[src/hdl/pbsg_pkg.sv]
// Shared types, codes and constants of the purpose-bound session gate.
// No dependencies; all other files of the gate import this package.
package pbsg_pkg;

    localparam logic [31:0] MAX_WINDOW_MS   = 32'd600000;
    localparam logic [7:0]  QUERY_USES_CAP  = 8'd16;
    localparam logic [2:0]  PURPOSE_INSERT  = 3'd1;
    localparam logic [2:0]  PURPOSE_QUERY   = 3'd4;
    localparam logic [31:0] RST_WINDOW_MS   = 32'd60000;
    localparam logic [7:0]  RST_QUERY_LIMIT = 8'd4;

    localparam int NUM_CNT       = 9;
    localparam int CNT_STATE     = 0;
    localparam int CNT_PURPOSE   = 1;
    localparam int CNT_FORMAT    = 2;
    localparam int CNT_TIME      = 3;
    localparam int CNT_ASSERT    = 4;
    localparam int CNT_EXPIRED   = 5;
    localparam int CNT_BEGUN     = 6;
    localparam int CNT_CONSUMED  = 7;
    localparam int CNT_CANCELLED = 8;

    localparam logic REG_WINDOW = 1'b0;
    localparam logic REG_LIMIT  = 1'b1;

    typedef enum logic [2:0] {
        CMD_BEGIN    = 3'd0,
        CMD_VALIDATE = 3'd1,
        CMD_CONSUME  = 3'd2,
        CMD_CANCEL   = 3'd3,
        CMD_REINIT   = 3'd4
    } cmd_t;

    typedef enum logic [2:0] {
        ST_OK      = 3'd0,
        ST_STATE   = 3'd1,
        ST_PURPOSE = 3'd2,
        ST_FORMAT  = 3'd3,
        ST_TIME    = 3'd4,
        ST_ASSERT  = 3'd5,
        ST_CONFIG  = 3'd6
    } status_t;

    typedef enum logic [5:0] {
        MODE_IDLE      = 6'b000001,
        MODE_ACTIVE    = 6'b000010,
        MODE_BLOCKED   = 6'b000100,
        MODE_EXPIRED   = 6'b001000,
        MODE_CONSUMED  = 6'b010000,
        MODE_CANCELLED = 6'b100000
    } mode_t;

    localparam logic [2:0] GS_IDLE      = 3'd0;
    localparam logic [2:0] GS_ACTIVE    = 3'd1;
    localparam logic [2:0] GS_BLOCKED   = 3'd2;
    localparam logic [2:0] GS_EXPIRED   = 3'd3;
    localparam logic [2:0] GS_CONSUMED  = 3'd4;
    localparam logic [2:0] GS_CANCELLED = 3'd5;

    typedef struct packed {
        logic [2:0]  command;
        logic [2:0]  purpose;
        logic [31:0] session_id;
        logic [31:0] evt_nonce;
        logic [7:0]  event_confirmed;
        logic [7:0]  uses_wanted;
        logic [31:0] time_now_ms;
    } item_t;

    typedef struct packed {
        mode_t       mode;
        logic [31:0] floor_id;
        logic [31:0] active_id;
        logic [2:0]  purpose;
        logic [31:0] start_time;
        logic [31:0] expiry_time;
        logic [7:0]  uses;
        logic [31:0] lat_window;
        logic [7:0]  lat_limit;
    } sess_t;

    typedef struct packed {
        logic               clear;
        logic [NUM_CNT-1:0] inc;
    } cnt_ctl_t;

    typedef logic [NUM_CNT-1:0][31:0] cnt_arr_t;

    localparam sess_t SESS_RESET = '{
        mode:        MODE_IDLE,
        floor_id:    32'd0,
        active_id:   32'd0,
        purpose:     3'd0,
        start_time:  32'd0,
        expiry_time: 32'd0,
        uses:        8'd0,
        lat_window:  RST_WINDOW_MS,
        lat_limit:   RST_QUERY_LIMIT
    };

    function automatic logic [2:0] mode_code(mode_t m);
        logic [2:0] code;
        unique case (m)
            MODE_IDLE:      code = GS_IDLE;
            MODE_ACTIVE:    code = GS_ACTIVE;
            MODE_BLOCKED:   code = GS_BLOCKED;
            MODE_EXPIRED:   code = GS_EXPIRED;
            MODE_CONSUMED:  code = GS_CONSUMED;
            MODE_CANCELLED: code = GS_CANCELLED;
            default:        code = GS_IDLE;
        endcase
        return code;
    endfunction

endpackage

[src/hdl/pbsg_decide.sv]
// Command evaluation of the gate: checks in order, next session state,
// status and counter controls. Combinational; depends on pbsg_pkg.
module pbsg_decide (
    input  pbsg_pkg::sess_t    cur,
    input  pbsg_pkg::item_t    item,
    input  logic [31:0]        cfg_window,
    input  logic [7:0]         cfg_limit,
    output pbsg_pkg::sess_t    nxt,
    output pbsg_pkg::status_t  status,
    output pbsg_pkg::cnt_ctl_t ctl
);
    import pbsg_pkg::*;

    function automatic sess_t clear_sess(sess_t s, mode_t m);
        sess_t r;
        r             = s;
        r.active_id   = '0;
        r.purpose     = '0;
        r.start_time  = '0;
        r.expiry_time = '0;
        r.uses        = '0;
        r.mode        = m;
        return r;
    endfunction

    logic p_ok;
    logic req_bad;
    logic cfg_bad;

    assign p_ok    = (item.purpose >= PURPOSE_INSERT) && (item.purpose <= PURPOSE_QUERY);
    assign req_bad = (item.purpose == PURPOSE_QUERY)
                   ? ((item.uses_wanted == 8'd0) || (item.uses_wanted > cur.lat_limit))
                   : (item.uses_wanted != 8'd1);
    assign cfg_bad = (cfg_window == 32'd0) || (cfg_window > MAX_WINDOW_MS) ||
                     (cfg_limit == 8'd0) || (cfg_limit > QUERY_USES_CAP);

    always_comb begin
        nxt    = cur;
        status = ST_OK;
        ctl    = '0;
        unique case (cmd_t'(item.command))
            CMD_BEGIN: begin
                if (cur.mode == MODE_BLOCKED || cur.mode == MODE_ACTIVE) begin
                    status = ST_STATE;
                    ctl.inc[CNT_STATE] = 1'b1;
                end else if (!p_ok) begin
                    status = ST_PURPOSE;
                    ctl.inc[CNT_PURPOSE] = 1'b1;
                end else if (item.session_id == 32'd0 || item.evt_nonce == 32'd0 ||
                             item.event_confirmed != 8'd1 ||
                             item.session_id <= cur.floor_id) begin
                    status = ST_FORMAT;
                    ctl.inc[CNT_FORMAT] = 1'b1;
                end else if (item.time_now_ms > ~cur.lat_window) begin
                    status = ST_TIME;
                    ctl.inc[CNT_TIME] = 1'b1;
                end else if (req_bad) begin
                    status = ST_ASSERT;
                    ctl.inc[CNT_ASSERT] = 1'b1;
                end else begin
                    nxt.floor_id    = item.session_id;
                    nxt.active_id   = item.session_id;
                    nxt.purpose     = item.purpose;
                    nxt.start_time  = item.time_now_ms;
                    nxt.expiry_time = item.time_now_ms + cur.lat_window;
                    nxt.uses        = item.uses_wanted;
                    nxt.mode        = MODE_ACTIVE;
                    ctl.inc[CNT_BEGUN] = 1'b1;
                end
            end
            CMD_VALIDATE, CMD_CONSUME: begin
                if (!p_ok) begin
                    status = ST_PURPOSE;
                    ctl.inc[CNT_PURPOSE] = 1'b1;
                end else if (cur.mode != MODE_ACTIVE) begin
                    status = ST_STATE;
                    ctl.inc[CNT_STATE] = 1'b1;
                end else if (item.time_now_ms < cur.start_time) begin
                    status = ST_TIME;
                    ctl.inc[CNT_TIME] = 1'b1;
                end else if (item.time_now_ms > cur.expiry_time) begin
                    status = ST_TIME;
                    ctl.inc[CNT_EXPIRED] = 1'b1;
                    nxt = clear_sess(cur, MODE_EXPIRED);
                end else if (item.purpose != cur.purpose) begin
                    status = ST_PURPOSE;
                    ctl.inc[CNT_PURPOSE] = 1'b1;
                end else if (item.session_id == 32'd0 ||
                             item.session_id != cur.active_id) begin
                    status = ST_ASSERT;
                    ctl.inc[CNT_ASSERT] = 1'b1;
                end else if (cur.uses == 8'd0) begin
                    status = ST_STATE;
                    ctl.inc[CNT_STATE] = 1'b1;
                    nxt = clear_sess(cur, MODE_BLOCKED);
                end else if (item.command == CMD_CONSUME) begin
                    ctl.inc[CNT_CONSUMED] = 1'b1;
                    if (cur.uses == 8'd1) begin
                        nxt = clear_sess(cur, MODE_CONSUMED);
                    end else begin
                        nxt.uses = cur.uses - 8'd1;
                    end
                end
            end
            CMD_CANCEL: begin
                if (cur.mode != MODE_ACTIVE) begin
                    status = ST_STATE;
                    ctl.inc[CNT_STATE] = 1'b1;
                end else begin
                    ctl.inc[CNT_CANCELLED] = 1'b1;
                    nxt = clear_sess(cur, MODE_CANCELLED);
                end
            end
            CMD_REINIT: begin
                ctl.clear    = 1'b1;
                nxt          = clear_sess(cur, MODE_IDLE);
                nxt.floor_id = '0;
                if (cfg_bad) begin
                    nxt.lat_window = '0;
                    nxt.lat_limit  = '0;
                    nxt.mode       = MODE_BLOCKED;
                    status         = ST_CONFIG;
                end else begin
                    nxt.lat_window = cfg_window;
                    nxt.lat_limit  = cfg_limit;
                end
            end
            default: begin
                status = ST_STATE;
            end
        endcase
    end

endmodule

[src/hdl/pbsg_counters.sv]
// Nine wrapping 32-bit event counters with a common clear.
// Depends on pbsg_pkg for the control struct and counter array type.
module pbsg_counters (
    input  logic               aclk,
    input  logic               aresetn,
    input  logic               en,
    input  pbsg_pkg::cnt_ctl_t ctl,
    output pbsg_pkg::cnt_arr_t cnt
);
    import pbsg_pkg::*;

    cnt_arr_t cnt_reg;
    cnt_arr_t cnt_next;

    always_comb begin
        for (int i = 0; i < NUM_CNT; i++) begin
            if (ctl.clear) begin
                cnt_next[i] = '0;
            end else begin
                cnt_next[i] = cnt_reg[i] + {31'd0, ctl.inc[i]};
            end
        end
    end

    always_ff @(posedge aclk) begin
        if (!aresetn) begin
            cnt_reg <= '0;
        end else if (en) begin
            cnt_reg <= cnt_next;
        end
    end

    assign cnt = cnt_reg;

endmodule

[src/hdl/purpose_bound_session_gate.sv]
// Top level of the purpose-bound session gate: input register, session
// state, result register and configuration port. Uses pbsg_pkg, pbsg_decide, pbsg_counters.
//
// One command is taken per clock cycle while m_ready does not hold back a
// result. An accepted command sits in the input register until the result
// register is free, is evaluated against the session state by a single layer
// of compares and one 32-bit add, and its result is registered on the m_ side.
// The session state, the nine counters and the result are all updated at the
// same edge, so gate_state, uses_left and the counters shown with each result
// are the values after that command. The configuration registers take effect
// only at the next reinit command; after reset the gate runs with a 60000 ms
// window and a query limit of 4. There is no clearing pass after reset.
module purpose_bound_session_gate (
    input  logic        aclk,
    input  logic        aresetn,

    input  logic        s_valid,
    output logic        s_ready,
    input  logic [2:0]  s_command,
    input  logic [2:0]  s_purpose,
    input  logic [31:0] s_session_id,
    input  logic [31:0] s_evt_nonce,
    input  logic [7:0]  s_event_confirmed,
    input  logic [7:0]  s_uses_wanted,
    input  logic [31:0] s_time_now_ms,

    output logic        m_valid,
    input  logic        m_ready,
    output logic [2:0]  m_status,
    output logic [2:0]  m_gate_state,
    output logic [7:0]  m_uses_left,
    output logic [31:0] m_count_rejected_state,
    output logic [31:0] m_count_rejected_purpose,
    output logic [31:0] m_count_rejected_format,
    output logic [31:0] m_count_rejected_time,
    output logic [31:0] m_count_rejected_assertion,
    output logic [31:0] m_count_expired,
    output logic [31:0] m_count_begun,
    output logic [31:0] m_count_consumed,
    output logic [31:0] m_count_cancelled,

    input  logic        cfg_valid,
    output logic        cfg_ready,
    input  logic [0:0]  cfg_index,
    input  logic [31:0] cfg_data
);
    import pbsg_pkg::*;

    logic        in_valid_reg;
    item_t       item_reg;
    logic        out_valid_reg;
    status_t     status_reg;
    sess_t       sess_reg;
    sess_t       sess_next;
    status_t     status_next;
    cnt_ctl_t    cnt_ctl;
    cnt_arr_t    cnt;
    logic [31:0] cfg_window_reg;
    logic [7:0]  cfg_limit_reg;
    logic        advance;

    assign advance   = in_valid_reg && (!out_valid_reg || m_ready);
    assign s_ready   = !in_valid_reg || advance;
    assign cfg_ready = 1'b1;

    // hold the command until the result slot is free
    always_ff @(posedge aclk) begin
        if (!aresetn) begin
            in_valid_reg <= 1'b0;
        end else if (s_ready) begin
            in_valid_reg <= s_valid;
        end
    end

    always_ff @(posedge aclk) begin
        if (s_valid && s_ready) begin
            item_reg <= '{command:         s_command,
                          purpose:         s_purpose,
                          session_id:      s_session_id,
                          evt_nonce:       s_evt_nonce,
                          event_confirmed: s_event_confirmed,
                          uses_wanted:     s_uses_wanted,
                          time_now_ms:     s_time_now_ms};
        end
    end

    always_ff @(posedge aclk) begin
        if (!aresetn) begin
            cfg_window_reg <= RST_WINDOW_MS;
            cfg_limit_reg  <= RST_QUERY_LIMIT;
        end else if (cfg_valid && cfg_ready) begin
            if (cfg_index == REG_WINDOW) begin
                cfg_window_reg <= cfg_data;
            end else begin
                cfg_limit_reg <= cfg_data[7:0];
            end
        end
    end

    pbsg_decide u_decide (
        .cur        (sess_reg),
        .item       (item_reg),
        .cfg_window (cfg_window_reg),
        .cfg_limit  (cfg_limit_reg),
        .nxt        (sess_next),
        .status     (status_next),
        .ctl        (cnt_ctl)
    );

    always_ff @(posedge aclk) begin
        if (!aresetn) begin
            sess_reg <= SESS_RESET;
        end else if (advance) begin
            sess_reg <= sess_next;
        end
    end

    pbsg_counters u_counters (
        .aclk    (aclk),
        .aresetn (aresetn),
        .en      (advance),
        .ctl     (cnt_ctl),
        .cnt     (cnt)
    );

    always_ff @(posedge aclk) begin
        if (!aresetn) begin
            out_valid_reg <= 1'b0;
        end else if (advance) begin
            out_valid_reg <= 1'b1;
        end else if (m_ready) begin
            out_valid_reg <= 1'b0;
        end
    end

    always_ff @(posedge aclk) begin
        if (advance) begin
            status_reg <= status_next;
        end
    end

    assign m_valid                    = out_valid_reg;
    assign m_status                   = status_reg;
    assign m_gate_state               = mode_code(sess_reg.mode);
    assign m_uses_left                = sess_reg.uses;
    assign m_count_rejected_state     = cnt[CNT_STATE];
    assign m_count_rejected_purpose   = cnt[CNT_PURPOSE];
    assign m_count_rejected_format    = cnt[CNT_FORMAT];
    assign m_count_rejected_time      = cnt[CNT_TIME];
    assign m_count_rejected_assertion = cnt[CNT_ASSERT];
    assign m_count_expired            = cnt[CNT_EXPIRED];
    assign m_count_begun              = cnt[CNT_BEGUN];
    assign m_count_consumed           = cnt[CNT_CONSUMED];
    assign m_count_cancelled          = cnt[CNT_CANCELLED];

    a_uses_match_active: assert property (@(posedge aclk) disable iff (!aresetn)
        (sess_reg.mode == MODE_ACTIVE) == (sess_reg.uses != 8'd0))
        else $error("uses_left disagrees with active session");

    a_reinit_clears: assert property (@(posedge aclk) disable iff (!aresetn)
        (advance && item_reg.command == CMD_REINIT) |=>
            (m_count_begun == 32'd0 && m_count_expired == 32'd0 &&
             m_count_rejected_state == 32'd0 && m_uses_left == 8'd0))
        else $error("reinit left counters or session state");

    a_hold_while_stalled: assert property (@(posedge aclk) disable iff (!aresetn)
        (m_valid && !m_ready) |=>
            ($stable(sess_reg) && $stable(m_count_begun) && $stable(m_count_consumed)))
        else $error("state changed while a result transfer was pending");

endmodule
[config.mk]
export PLATFORM = sky130hd
export DESIGN_NAME = purpose_bound_session_gate
export DESIGN_NICKNAME = d
export VERILOG_FILES = /design/src/hdl/pbsg_pkg.sv /design/src/hdl/pbsg_decide.sv /design/src/hdl/pbsg_counters.sv /design/src/hdl/purpose_bound_session_gate.sv
export SDC_FILE = /design/constraint.sdc
export NUM_CORES = 1
export LEC_CHECK = 0
export BUFFER_PORTS_ARGS = -buffer_cell sky130_fd_sc_hd__buf_2
export CORE_ASPECT_RATIO = 1.5
export CORE_MARGIN = 2
export CORE_UTILIZATION = 45
export CTS_BUF_LIST = sky130_fd_sc_hd__clkbuf_2 sky130_fd_sc_hd__clkbuf_4 sky130_fd_sc_hd__clkbuf_8
export CTS_CLUSTER_DIAMETER = 40
export DETAILED_ROUTE_END_ITERATION = 8
export PLACE_DENSITY = 0.63
export SLEW_MARGIN = 20
export SYNTH_ARGS = -nofsm -noshare
export SYNTH_HDL_FRONTEND = slang
export SYNTH_SLANG_ARGS = --single-unit
[constraint.sdc]
create_clock -name aclk -period 10.03 [get_ports aclk]
set_input_delay 1.003 -clock aclk [delete_from_list [all_inputs] [get_ports aclk]]
set_output_delay 1.003 -clock aclk [all_outputs]
set_load 0.01 [all_outputs]
* Word-level counts from Yosys, hierarchy flattened
Index checks and enable logic that the tools add are counted.
Storage, ports and cells: bits of input ports 156, word-level logic and storage cells 215, output and inout bits 305, flip-flop bits (word level) 636
Operators by class: reduce and logical (&&, ||, !) cells 33, equal/unequal tests 29, bitwise operators 4, magnitude comparators 9, $add $sub $neg 11, multiplexer cells 99
Operators with widths (count):
- $mux 185 | 9
- $mux 145 | 5
- $pmux 145 s4 | 1
- $add 32x1->32 | 9
- $mux 32 | 9
- $mux 137 | 1
- $pmux 40 s3 | 1
- $logic_not 32->1 | 3
- $gt 32x32->1 | 2
- $mux 3 | 16
- $mux 1 | 45
- $mux 40 | 1
- $add 32x32->32 | 1
- $gt 32x20->1 const B | 1
- $le 32x32->1 | 1
- $lt 32x32->1 | 1
- $ne 32x32->1 | 1
- $not 32->32 | 1
- $logic_not 8->1 | 3
- $ne 8x1->1 const B | 2
- $pmux 3 s5 | 1
- $reduce_and 15->1 | 1
- $ne 2x2->1 const B | 7
- $reduce_and 14->1 | 1
- 37 further kinds | 62

* Depth between registers and ports, before layout
Gate-level depths: netlist (run 1).
depth in word-level cells 12, gate-level depth with buffers 22

* Modules after synthesis
Synthesis (run 1) repeated with hierarchy kept, for this count alone.
Second synthesis, totals: cells, all modules 3782, area, all modules 33300.7 um2
Modules (own cells, without submodules):
- pbsg_counters | area each 12914.9 um2, instances 1, cells each 1511, sequential area each 5765.5 um2
- purpose_bound_session_gate | area each 12680.9 um2, instances 1, cells each 1129, sequential area each 8177.8 um2
- pbsg_decide | area each 7704.9 um2, instances 1, cells each 1142, sequential area each 0.0 um2

* Worst setup path before layout (run 1)
No wires, ideal clock.
kind in2reg, start point input m_ready, end point register item_reg[0] (netlist bit), enable pin, slack 5.608 ns, required time 9.539 ns, stages on the path 3, data arrival time 3.931 ns, library setup time 0.491 ns, cell sequence nor2b_1 nand2_1 and2_1
On the way: word-level cells in the longest chain between the ends 4
Ends and longest elaborated chain:
- start: declaration | line purpose_bound_session_gate.sv:28 | input logic m_ready,
- $logic_or 1x1->1 | line purpose_bound_session_gate.sv:62 | assign advance = in_valid_reg && (!out_valid_reg || m_ready);
- $logic_and 1x1->1 | line purpose_bound_session_gate.sv:62
- $logic_or 1x1->1 | line purpose_bound_session_gate.sv:63 | assign s_ready = !in_valid_reg || advance;
- net s_ready | line purpose_bound_session_gate.sv:18 | output logic s_ready,
- $logic_and 1x1->1 | line purpose_bound_session_gate.sv:76 | if (s_valid && s_ready) begin
- end signal: assignment | line purpose_bound_session_gate.sv:77 | item_reg <= '{command: s_command,
- end: declaration | line purpose_bound_session_gate.sv:50 | item_t item_reg;
The timed path passes the listed nets, and every way through them passes these cells. A chain may end at the register's enable or synchronous reset.

* Worst setup path in the final report (run 1)
start point register item_reg[15] (netlist bit), end point register u_counters.cnt_reg (netlist bit u_counters.cnt[63])
On the way: word-level cells in the longest chain between the ends 8
Ends and longest elaborated chain:
- $gt 32x32->1 | line pbsg_decide.sv:81 | end else if (item.time_now_ms > cur.expiry_time) begin
- $mux 2 | line pbsg_decide.sv:81
- $mux 2 * | line pbsg_decide.sv:78 | end else if (item.time_now_ms < cur.start_time) begin
- $mux 1 * | line pbsg_decide.sv:75 | end else if (cur.mode != MODE_ACTIVE) begin
- $mux 1 * | line pbsg_decide.sv:72 | if (!p_ok) begin
- $pmux 1 s2 * | line pbsg_decide.sv:41 | unique case (cmd_t'(item.command))
- $add 32x1->32 * | line pbsg_counters.sv:20 | cnt_next[i] = cnt_reg[i] + {31'd0, ctl.inc[i]};
- $mux 32 * | line pbsg_counters.sv:17 | if (ctl.clear) begin
- end signal: assignment | line pbsg_counters.sv:29 | cnt_reg <= cnt_next;
- end: declaration | line pbsg_counters.sv:12 | cnt_arr_t cnt_reg;
Every way passes the cells marked *; elsewhere a longest branch is shown, timed or not.

==> flow_summary.json, run 1 <==
{
  "vias": 24400,
  "cts_tree": "built",
  "rr_endpoint": "u_counters.cnt[63]",
  "dr.first_iter.drc_count": 1341,
  "syn-mean-instance-area_um2": 9.05,
  "clock-root-buffer": "clkbuf_8",
  "die_h_um": 317,
  "overflow": 0,
  "grt_max_degree": 215,
  "drive_gt1_frac": 0.197,
  "fmax_ghz": 0.194,
  "cts_buffer_depth": 3,
  "ctsResizeCount": 0,
  "fp-row-count": 114,
  "arrival_ns": 5.82,
  "yosysSeqAreaShare": 0.473,
  "synth_edf_count": 121,
  "place_congestion": 0.859,
  "skew_ns": 0.0286,
  "crit_type": "flip-flop to flip-flop",
  "vias_per_cell": 5.25,
  "worstHoldStart": "sess_reg[7]",
  "min_path_type": "flip-flop to flip-flop",
  "hold_buffers": 0,
  "synth_ff_type": "dfxtp_1",
  "grt_pass1_wl_mm": 125,
  "start_util": 0.456,
  "power_density_nw_per_um2": 160,
  "drc": 0,
  "r2r-start": "item_reg[15]",
  "tightest_slew_ns": 1.08,
  "cts_setup_buffers": 0,
  "hold_slack_ns": 0.440,
  "h-tree-depth": 3,
  "leakage_nw": 14.0,
  "grt_use_total": 0.235,
  "core-area_um2": 64600,
  "ios": 461,
  "cp-end-kind": "flip-flop",
  "setup_viol": 0,
  "synth.distinct_cells": 73,
  "path_max_fanout": 8,
  "wl_per_cell_um": 17.7,
  "rsz0062_at_grt": "false",
  "drt-pass1-iter-count": 5,
  "relSlewSlack": 0.281,
  "cap_violations": 0,
  "cts_num_sinks": 636,
  "synthCells": 3256,
  "min_to": "sess_reg[7]",
  "required_ns": 10.68,
  "design.die.area_um2": 67600,
  "reg2reg_slack_ns": 4.86,
  "slew_violations": 0,
  "netlist_area_um2": 29500,
  "postRouteAntennaNets": 0,
  "ys_ff_latch": 636,
  "n_fill_cell": 6109,
  "clk_latency_ns": 0.74,
  "area_growth_pct": 17.8,
  "stdcell_area_um2": 34700,
  "clk_pin_slew_ns": 0.06,
  "largest_reg_flops": 288,
  "first_global_vias": 23200,
  "worstRegToRegCells": 18,
  "finalHoldViolCount": 0,
  "antenna_found_initial": 8,
  "post-route-period-util": 0.515,
  "ys.warnings.count": 0,
  "peakVddDrop_mv": 0.112,
  "place_area_um2": 32300,
  "finalPower_mw": 5.55,
  "crit_path_start_kind": "flip-flop",
  "min_period_ns": 5.17,
  "syn_nets": 3569,
  "dieWidth_um": 213,
  "totalWireLength_mm": 82.2,
  "async_flop_share": 0,
  "cts_buffers": 105,
  "nets": 4001,
  "status": "complete, no violations",
  "portBuffers": 459,
  "setup-tns-final_ns": 0,
  "hold_depth": 2,
  "dp_hpwl_mm": 58.8
}
## power breakdown
group	total [mW]	switching, mW	internal, mW
Combinational	0.317	0.211	0.107
Sequential	2.70	0.0432	2.66
Clock	2.53	1.10	1.43
Total	5.55	1.35	4.20
## layer usage
| layer | vias up | global-route usage | wire length [um] |
|---|---|---|---|
| li1 | 12200 | - | - |
| met1 | 11400 | 0.272 | 33200 |
| met2 | 675 | 0.407 | 39600 |
| met3 | 143 | 0.0622 | 6570 |
| met4 | 8 | 0.100 | 2800 |
| met5 | - | 0 | 49 |
## worst max-delay path: stages (launching register included)
cell and delay (ns):
edfxtp_1 0.45, ha_1 0.33, nand4_1 0.22, or4_1 0.57, nor2_2 0.16, nor4_1 0.09, nor3_4 0.38, and2_1 0.23
nor3b_1 0.18, o21ai_0 0.12, o21ai_0 0.27, ha_1 0.27, nand3_1 0.08, nor2_1 0.37, nand3_1 0.32, nor2_1 0.30
nand4_1 0.22, or3_1 0.39, a21oi_1 0.15
## worst max-delay path by stage
stage                     cells after the start  slack (ns)            endpoint         start
final                                        18        4.86  u_counters.cnt[63]  item_reg[15]
after global placement                       16        4.94  u_counters.cnt[17]  item_reg[14]
after floorplan                               3        5.61         item_reg[0]       m_ready
after global routing                         18        4.46  u_counters.cnt[63]  item_reg[14]
after detailed placement                     16        4.89  u_counters.cnt[17]  item_reg[14]
after CTS                                    16        4.87  u_counters.cnt[17]  item_reg[15]
## cells in the mapped netlist (50+ instances only)
master,n,share of area
nand2_1,425,0.054
or3_1,50,0.011
and3_1,77,0.016
ha_1,156,0.066
nand3_1,228,0.039
inv_1,129,0.016
clkbuf_1,113,0.014
o21ai_0,86,0.015
dfxtp_1,515,0.35
edfxtp_1,121,0.12
xor2_1,238,0.071
nor2_1,321,0.041
xnor2_1,68,0.020
nand4_1,80,0.017
a21oi_1,275,0.047
## through the flow
step,util,worst slack [ns],instances
6_report,0.537,4.86,4650
5_1_grt,0.537,4.46,4650
4_1_cts,0.537,4.87,4647
3_5_place_dp,0.500,4.89,4451
3_3_place_gp,0.500,4.94,4451
2_1_floorplan,-,5.61,3256
## cell type report
| class | count | area, um^2 | share of cell area |
|---|---|---|---|
| clock buffers | 161 | 2030 | 0.0586 |
| repair buffers | 470 | 2390 | 0.0689 |
| well taps | 870 | 1090 | 0.0314 |
| inverters | 131 | 497 | 0.0143 |
| clock inverters | 35 | 348 | 0.0100 |
| diodes | 3 | 7.51 | 0.000216 |
| multi-input cells | 2344 | 14400 | 0.415 |
| flip-flops and latches | 636 | 13900 | 0.402 |
## kinds of logic after synthesis
kind of cell    Yosys count  synth area share
compound gates          520             0.106
xor+xnor                306            0.0910
fa+ha+maj               157            0.0669
buf+inv                 276            0.0396
flops                   636             0.473
other cells               1          0.000127
simple gates           1360             0.223
## layout by cell type (no fill, tap or decap), types with 77 or more instances in the layout
cell and n:
dfxtp_1 515, buf_2 459, nand2_1 423, nor2_1 321, a21oi_1 275, xor2_1 238
nand3_1 227, ha_1 156, clkbuf_8 132, inv_1 129, edfxtp_1 121, o21ai_0 86
nand4_1 80, and3_1 77
Note: power is estimated with default switching activity, not from simulation.
==> inputs of run 2 (changes only) <==
==> constraint.sdc (replaced) <==
create_clock -name aclk -period 5.2 [get_ports aclk]
set_input_delay 0.52 -clock aclk [delete_from_list [all_inputs] [get_ports aclk]]
set_output_delay 0.52 -clock aclk [all_outputs]
set_load 0.01 [all_outputs]
==> run 2 against run 1 <==
  * Final cell count rose by 3.6%
  * Critical path depth rose by 2
  * Power rose by 92%
  * Critical path type unchanged
  * Largest cell class unchanged
  * Largest power group unchanged
  * Highest routed layer unchanged
==> flow_summary.json, run 2 (synthesis gave the netlist of run 1 again) <==
{
  "crit_type": "flip-flop to flip-flop",
  "grt_max_degree": 174,
  "p_comb_frac": 0.067,
  "min_path_type": "primary input to flip-flop",
  "hold_slack_ns": 0.103,
  "drt-pass1-iter-count": 4,
  "min_period_ns": 4.76,
  "clk_latency_ns": 0.74,
  "layout_common_cells": "515 x dfxtp_1, 459 x buf_2, 423 x nand2_1",
  "start_util": 0.456,
  "m1WireLength_mm": 33.8,
  "dieWidth_um": 213,
  "arrival_ns": 5.32,
  "crit_top_cell": "ha_1",
  "slew_violations": 0,
  "p_sw_mw": 2.62,
  "postRouteAntennaNets": 0,
  "path_max_fanout": 8,
  "ios": 461,
  "cts_num_sinks": 636,
  "drive_gt1_frac": 0.193,
  "crit_path_top_delay_cell": "or4_1",
  "h-tree-depth": 3,
  "p_int_mw": 8.03,
  "crit_start": "item_reg[1]",
  "cts_tree": "built",
  "final_common_cell": "dfxtp_1",
  "cp-end-kind": "flip-flop",
  "grt_use_total": 0.244,
  "antenna_found_initial": 5,
  "cts_buffers": 104,
  "power_density_nw_per_um2": 293,
  "post-route-period-util": 0.915,
  "vias_per_cell": 5.25,
  "drc": 0,
  "crit_path_start_kind": "flip-flop",
  "place_ws_ns": 0.384,
  "dr.first_iter.drc_count": 1288,
  "cp_slowest_stage_delay_ns": 0.59,
  "totalWireLength_mm": 85.0,
  "first_global_vias": 24400,
  "cts_buffer_depth": 3,
  "r2r-start": "item_reg[1]",
  "relSlewSlack": 0.323,
  "setup-tns-final_ns": 0,
  "status": "complete, no violations",
  "crit_chain": "buf_4 > ha_1 > nand4_1 > or4_1 > nor2_2 > nor4_1 > nor3_4 > and2_1 > nor3b_1 > o21ai_0 > o21ai_0 > ha_1 > ha_1 > and3_1 > nand3_1 > nor2_2 > and4_1 > nand4_1 > xor2_1 > nor2_1",
  "wl_per_cell_um": 17.6,
  "power_frac_clock": 0.444,
  "design.die.area_um2": 67600,
  "area_growth_pct": 23.2,
  "clock-root-buffer": "clkbuf_8",
  "routed.top_layer": "met5",
  "clk_pin_slew_ns": 0.07,
  "cap_violations": 0,
  "worstHoldStart": "cfg_data[0]",
  "largest_reg_flops": 288,
  "swShare": 0.246,
  "required_ns": 5.76,
  "portBuffers": 459,
  "wl_met2_mm": 42.1,
  "tightest_slew_ns": 1.01,
  "place_congestion": 0.859,
  "dp_hpwl_mm": 59.8,
  "core-area_um2": 64600,
  "skew_ns": 0.0408,
  "overflow": 0,
  "setup_viol": 0,
  "rsz0062_at_grt": "false",
  "fp-row-count": 114,
  "peakVddDrop_mv": 0.284,
  "wl_met3_mm": 6.43,
  "nets": 4172,
  "seq_power_share": 0.489,
  "leakage_nw": 14.6,
  "fmax_ghz": 0.210,
  "grt_pass1_wl_mm": 131,
  "die_h_um": 317,
  "worst_slack_ns": 0.440,
  "vias": 25300,
  "finalHoldViolCount": 0
}
==> run 2: cell count changes in the layout (fill, tap and decap cells not counted), sizes merged <==
cell,delta
diode,-1
buf,+22
clkinvlp,+3
clkinv,+4
clkbuf,-11
dlygate4sd3,+150
==> run 2: area by class of cell <==
type | count | area, um^2
Inverter | 131 | 497
Timing Repair Buffer | 642 | 4100
Tap cell | 870 | 1090
Multi-Input combinational cell | 2344 | 14400
Clock inverter | 42 | 365
Sequential cell | 636 | 13900
Fill cell | 5936 | 28300
Clock buffer | 150 | 1900
Antenna cell | 2 | 5.00
==> run 2: what timing repair did <==
action                                  in CTS  in global routing
hold buffers                               150                  0
resized for setup                            0                  3
hold endpoints to repair                   154                  0
endpoints found under the setup margin       0                  3
setup buffers                                0                  0
==> run 2: power groups by stage <==
stage | Sequential (mW) | Combinational, mW | Clock (mW)
2_1_floorplan | 5.29 | 0.413 | 0
3_3_place_gp | 5.31 | 0.618 | 0
3_5_place_dp | 5.31 | 0.621 | 0
4_1_cts | 5.20 | 0.714 | 4.85
5_1_grt | 5.21 | 0.794 | 5.07
6_report | 5.20 | 0.716 | 4.73
==> run 2: path summary, 6_finish.rpt <==
check / end / slack (ns) / cells after the start
setup / recovery: u_counters.cnt[62] / 0.44 / 20
hold / removal: cfg_window_reg[0] / 0.10 / 3
hold reg to reg: sess_reg[7] / 0.44 / 2
setup reg to reg: u_counters.cnt[62] / 0.44 / 20
==> run 2: critical path, delay by kind of cell, from the launching register on <==
| family | cells | cell delay (ns) |
|---|---|---|
| AOI/OAI and AO/OA | 2 | 0.35 |
| xor gates and xnor gates | 1 | 0.14 |
| adders and majority gates | 3 | 0.69 |
| buffers and inverters | 1 | 0.17 |
| DFF | 1 | 0.40 |
| and+or+nand+nor | 13 | 2.83 |
==> run 2: stage by stage <==
| stage | instances | instance area, um^2 | power [mW] | util |
|---|---|---|---|---|
| final | 4817 | 36300 | 10.6 | 0.562 |
| after detailed placement | 4473 | 32500 | 5.93 | 0.503 |
| after global placement | 4473 | 32500 | 5.93 | 0.503 |
| after global routing | 4817 | 36300 | 11.1 | 0.562 |
| after floorplan | 3256 | 29500 | 5.70 | - |
| after CTS | 4815 | 36300 | 10.8 | 0.561 |
==> run 2: layer usage <==
| layer | vias up | track usage |
|---|---|---|
| met5 | - | 0 |
| met4 | 6 | 0.0939 |
| li1 | 12600 | - |
| met1 | 11900 | 0.275 |
| met2 | 691 | 0.434 |
| met3 | 146 | 0.0698 |
==> inputs of run 3 (changes only) <==
--- a/config.mk
+++ b/config.mk
@@ -5,6 +5,7 @@
 export SDC_FILE = /design/constraint.sdc
 export NUM_CORES = 1
 export LEC_CHECK = 0
+export ABC_AREA = 1
 export BUFFER_PORTS_ARGS = -buffer_cell sky130_fd_sc_hd__buf_2
 export CORE_ASPECT_RATIO = 1.5
 export CORE_MARGIN = 2
@@ -12,7 +13,7 @@
 export CTS_BUF_LIST = sky130_fd_sc_hd__clkbuf_2 sky130_fd_sc_hd__clkbuf_4 sky130_fd_sc_hd__clkbuf_8
 export CTS_CLUSTER_DIAMETER = 40
 export DETAILED_ROUTE_END_ITERATION = 8
-export PLACE_DENSITY = 0.63
+export PLACE_DENSITY = 0.62
 export SLEW_MARGIN = 20
 export SYNTH_ARGS = -nofsm -noshare
 export SYNTH_HDL_FRONTEND = slang
==> run 3 against run 2 <==
  * Sequential power is 0.8% higher
  * Core utilization fell by 1.1 points
  * First-iteration DRC count increased by 62%
  * Design area is 12% higher
  * Via count is 30% higher
  * Worst setup slack gained 0.095 ns
  * Routed wire length up 29%
==> flow_summary.json, run 3 <==
{
  "cts_buffer_depth": 3,
  "wl_per_cell_um": 17.4,
  "synth_edf_count": 121,
  "finalHoldViolCount": 0,
  "dieWidth_um": 227,
  "grt_pass1_wl_mm": 169,
  "synthXorXnorAreaFrac": 0.0259,
  "vias": 33000,
  "clk_latency_ns": 0.76,
  "overflow": 0,
  "dp_hpwl_mm": 79.4,
  "cts_buffers": 109,
  "die_h_um": 338,
  "dr.first_iter.drc_count": 2092,
  "crit_path_start_kind": "flip-flop",
  "synth_top_area_cell": "dfxtp_1",
  "power_density_nw_per_um2": 285,
  "crit_type": "flip-flop to flip-flop",
  "area_growth_pct": 21.2,
  "setup-tns-final_ns": 0,
  "cap_violations": 0,
  "synth_common_cells": "961 x nand2_1, 583 x nor2_1, 527 x inv_1, 515 x dfxtp_1, 454 x a21oi_1",
  "worstRegToRegCells": 25,
  "first_global_vias": 31800,
  "synthCells": 4616,
  "setup_viol": 0,
  "ctsResizeCount": 0,
  "portBuffers": 459,
  "synth_top_area_share": 0.308,
  "r2r-start": "item_reg[87]",
  "hold_slack_ns": 0.0611,
  "ys_ff_latch": 636,
  "h-tree-depth": 3,
  "layout_common_cells": "958 x nand2_1, 582 x nor2_1, 524 x inv_1",
  "synth_ff_type": "dfxtp_1",
  "synth.distinct_cells": 52,
  "vias_per_cell": 5.24,
  "totalWireLength_mm": 110,
  "synth_most_common_cell": "nand2_1",
  "peakVddDrop_mv": 0.211,
  "synth_mux_area_frac": 0,
  "seq_power_share": 0.452,
  "largest_reg_flops": 288,
  "core-area_um2": 73700,
  "post-route-period-util": 0.897,
  "skew_ns": 0.0366,
  "syn_nets": 4929,
  "arrival_ns": 5.34,
  "synth.area.top_cells": "dfxtp_1 31%, edfxtp_1 11%, nand2_1 11%",
  "grt_max_degree": 101,
  "synthSimpleGateAreaFrac": 0.296,
  "antenna_found_initial": 5,
  "hold_buffers": 138,
  "cts_setup_buffers": 0,
  "drt-pass1-iter-count": 5,
  "postRouteAntennaNets": 0,
  "p_sw_mw": 2.98,
  "drc": 0,
  "n_fill_cell": 7227,
  "design.die.area_um2": 76700,
  "tightest_slew_ns": 1.12,
  "relSlewSlack": 0.253,
  "power_frac_clock": 0.459,
  "worstHoldStart": "cfg_data[4]",
  "cts_tree": "built",
  "cts_num_sinks": 636,
  "syn-mean-instance-area_um2": 7.26,
  "min_to": "cfg_window_reg[4]",
  "synth_top_family_by_area": "simple AND/OR/NAND/NOR gates",
  "leakage_nw": 16.7,
  "p_int_mw": 8.61,
  "ys.warnings.count": 0,
  "min_period_ns": 4.66,
  "path_max_fanout": 4,
  "nets": 5518,
  "synthAdderAreaFrac": 0.0588,
  "start_util": 0.455,
  "min_path_type": "primary input to flip-flop",
  "reg2reg_slack_ns": 0.54,
  "slew_violations": 0,
  "required_ns": 5.87,
  "multi_input_area_um2": 16900,
  "ios": 461,
  "p_comb_frac": 0.089,
  "drive_gt1_frac": 0.143,
  "fmax_ghz": 0.214,
  "clk_pin_slew_ns": 0.07,
  "netlist_area_um2": 33500,
  "clock-root-buffer": "clkbuf_8",
  "yosysSeqAreaShare": 0.416,
  "rr_endpoint": "u_counters.cnt[83]",
  "grt_use_total": 0.278,
  "rsz0062_at_grt": "false",
  "async_flop_share": 0,
  "final_common_cell": "nand2_1",
  "cp-end-kind": "flip-flop",
  "synth_compound_area_frac": 0.122,
  "hold_depth": 3,
  "regArea_um2": 13900,
  "status": "complete, no violations",
  "fp-row-count": 122,
  "place_congestion": 0.979,
  "swShare": 0.258
}
[run 3: changes by cell type after synthesis, moves of 164 or more]
| cell | change |
|---|---|
| a21oi_1 | +179 |
| inv_1 | +398 |
| nor3_1 | +164 |
| nand2_1 | +536 |
| xor2_1 | -202 |
| nor2_1 | +262 |
[run 3: cell type report]
type	count	area share
diodes	3	0.000185
clock buffers	161	0.0501
clock inverters	43	0.0139
inverters	531	0.0493
multi-input cells	3298	0.416
flip-flops and latches	636	0.343
well taps	992	0.0306
repair buffers	629	0.0968
[run 3: worst max-delay path by stage]
| stage | startpoint | end | slack (ns) |
|---|---|---|---|
| floorplan | item_reg[1] | u_counters.cnt[248] | 1.47 |
| global placement | item_reg[25] | u_counters.cnt[159] | 0.68 |
| detailed placement | item_reg[87] | u_counters.cnt[83] | 0.61 |
| CTS | item_reg[87] | u_counters.cnt[83] | 0.54 |
| global route | item_reg[87] | u_counters.cnt[83] | 0.11 |
| finish | item_reg[87] | u_counters.cnt[83] | 0.54 |
[run 3: metal layers]
metal	vias to the layer above	global-route usage	part of all wire
li1	16500	-	-
met1	15300	0.320	0.39
met4	4	0.116	0.039
met3	228	0.0541	0.068
met2	916	0.497	0.50
met5	-	0	0.00021
[run 3: cells by family after synthesis]
family,after synthesis
buf+inv,682
fa+ha+maj,157
compound gates,778
simple gates,2263
other cells,1
xor+xnor,99
flops,636
[run 3: per-stage QoR]
stage | cell area (um^2) | setup slack, ns | std cells | power, mW | util
after floorplan | 33500 | 1.47 | 4616 | 5.95 | -
after global placement | 36600 | 0.679 | 5948 | 6.28 | 0.497
after detailed placement | 36600 | 0.612 | 5948 | 6.28 | 0.497
after CTS | 40600 | 0.538 | 6290 | 11.7 | 0.551
after global routing | 40600 | 0.114 | 6291 | 12.1 | 0.551
final | 40600 | 0.535 | 6293 | 11.6 | 0.551
[run 3: power by group through the flow]
stage	Sequential [mW]	Combinational, mW	Clock, mW
5_1_grt	5.25	1.15	5.66
2_1_floorplan	5.32	0.627	0
4_1_cts	5.24	1.03	5.42
3_3_place_gp	5.34	0.938	0
3_5_place_dp	5.34	0.941	0
6_report	5.24	1.03	5.32
[run 3: worst max-delay path: stages, from the launching register on]
cell and delay (ns):
edfxtp_1 0.47, ha_1 0.34, nand2_1 0.07, nor2_1 0.14, nand2_1 0.10, nor2_1 0.20, nor3b_1 0.28, nor2_1 0.08
nand2_1 0.11, nand2_1 0.13, nor3_1 0.43, ha_1 0.38, nand2_1 0.08, nor2_1 0.21, nand3_1 0.17, nor3_2 0.23
nand2_1 0.08, nor2_1 0.18, nand4_1 0.20, nor2_2 0.19, nand2_1 0.11, nor2_1 0.15, nand2_1 0.07, nand2_1 0.06
inv_1 0.03, nor2_1 0.08
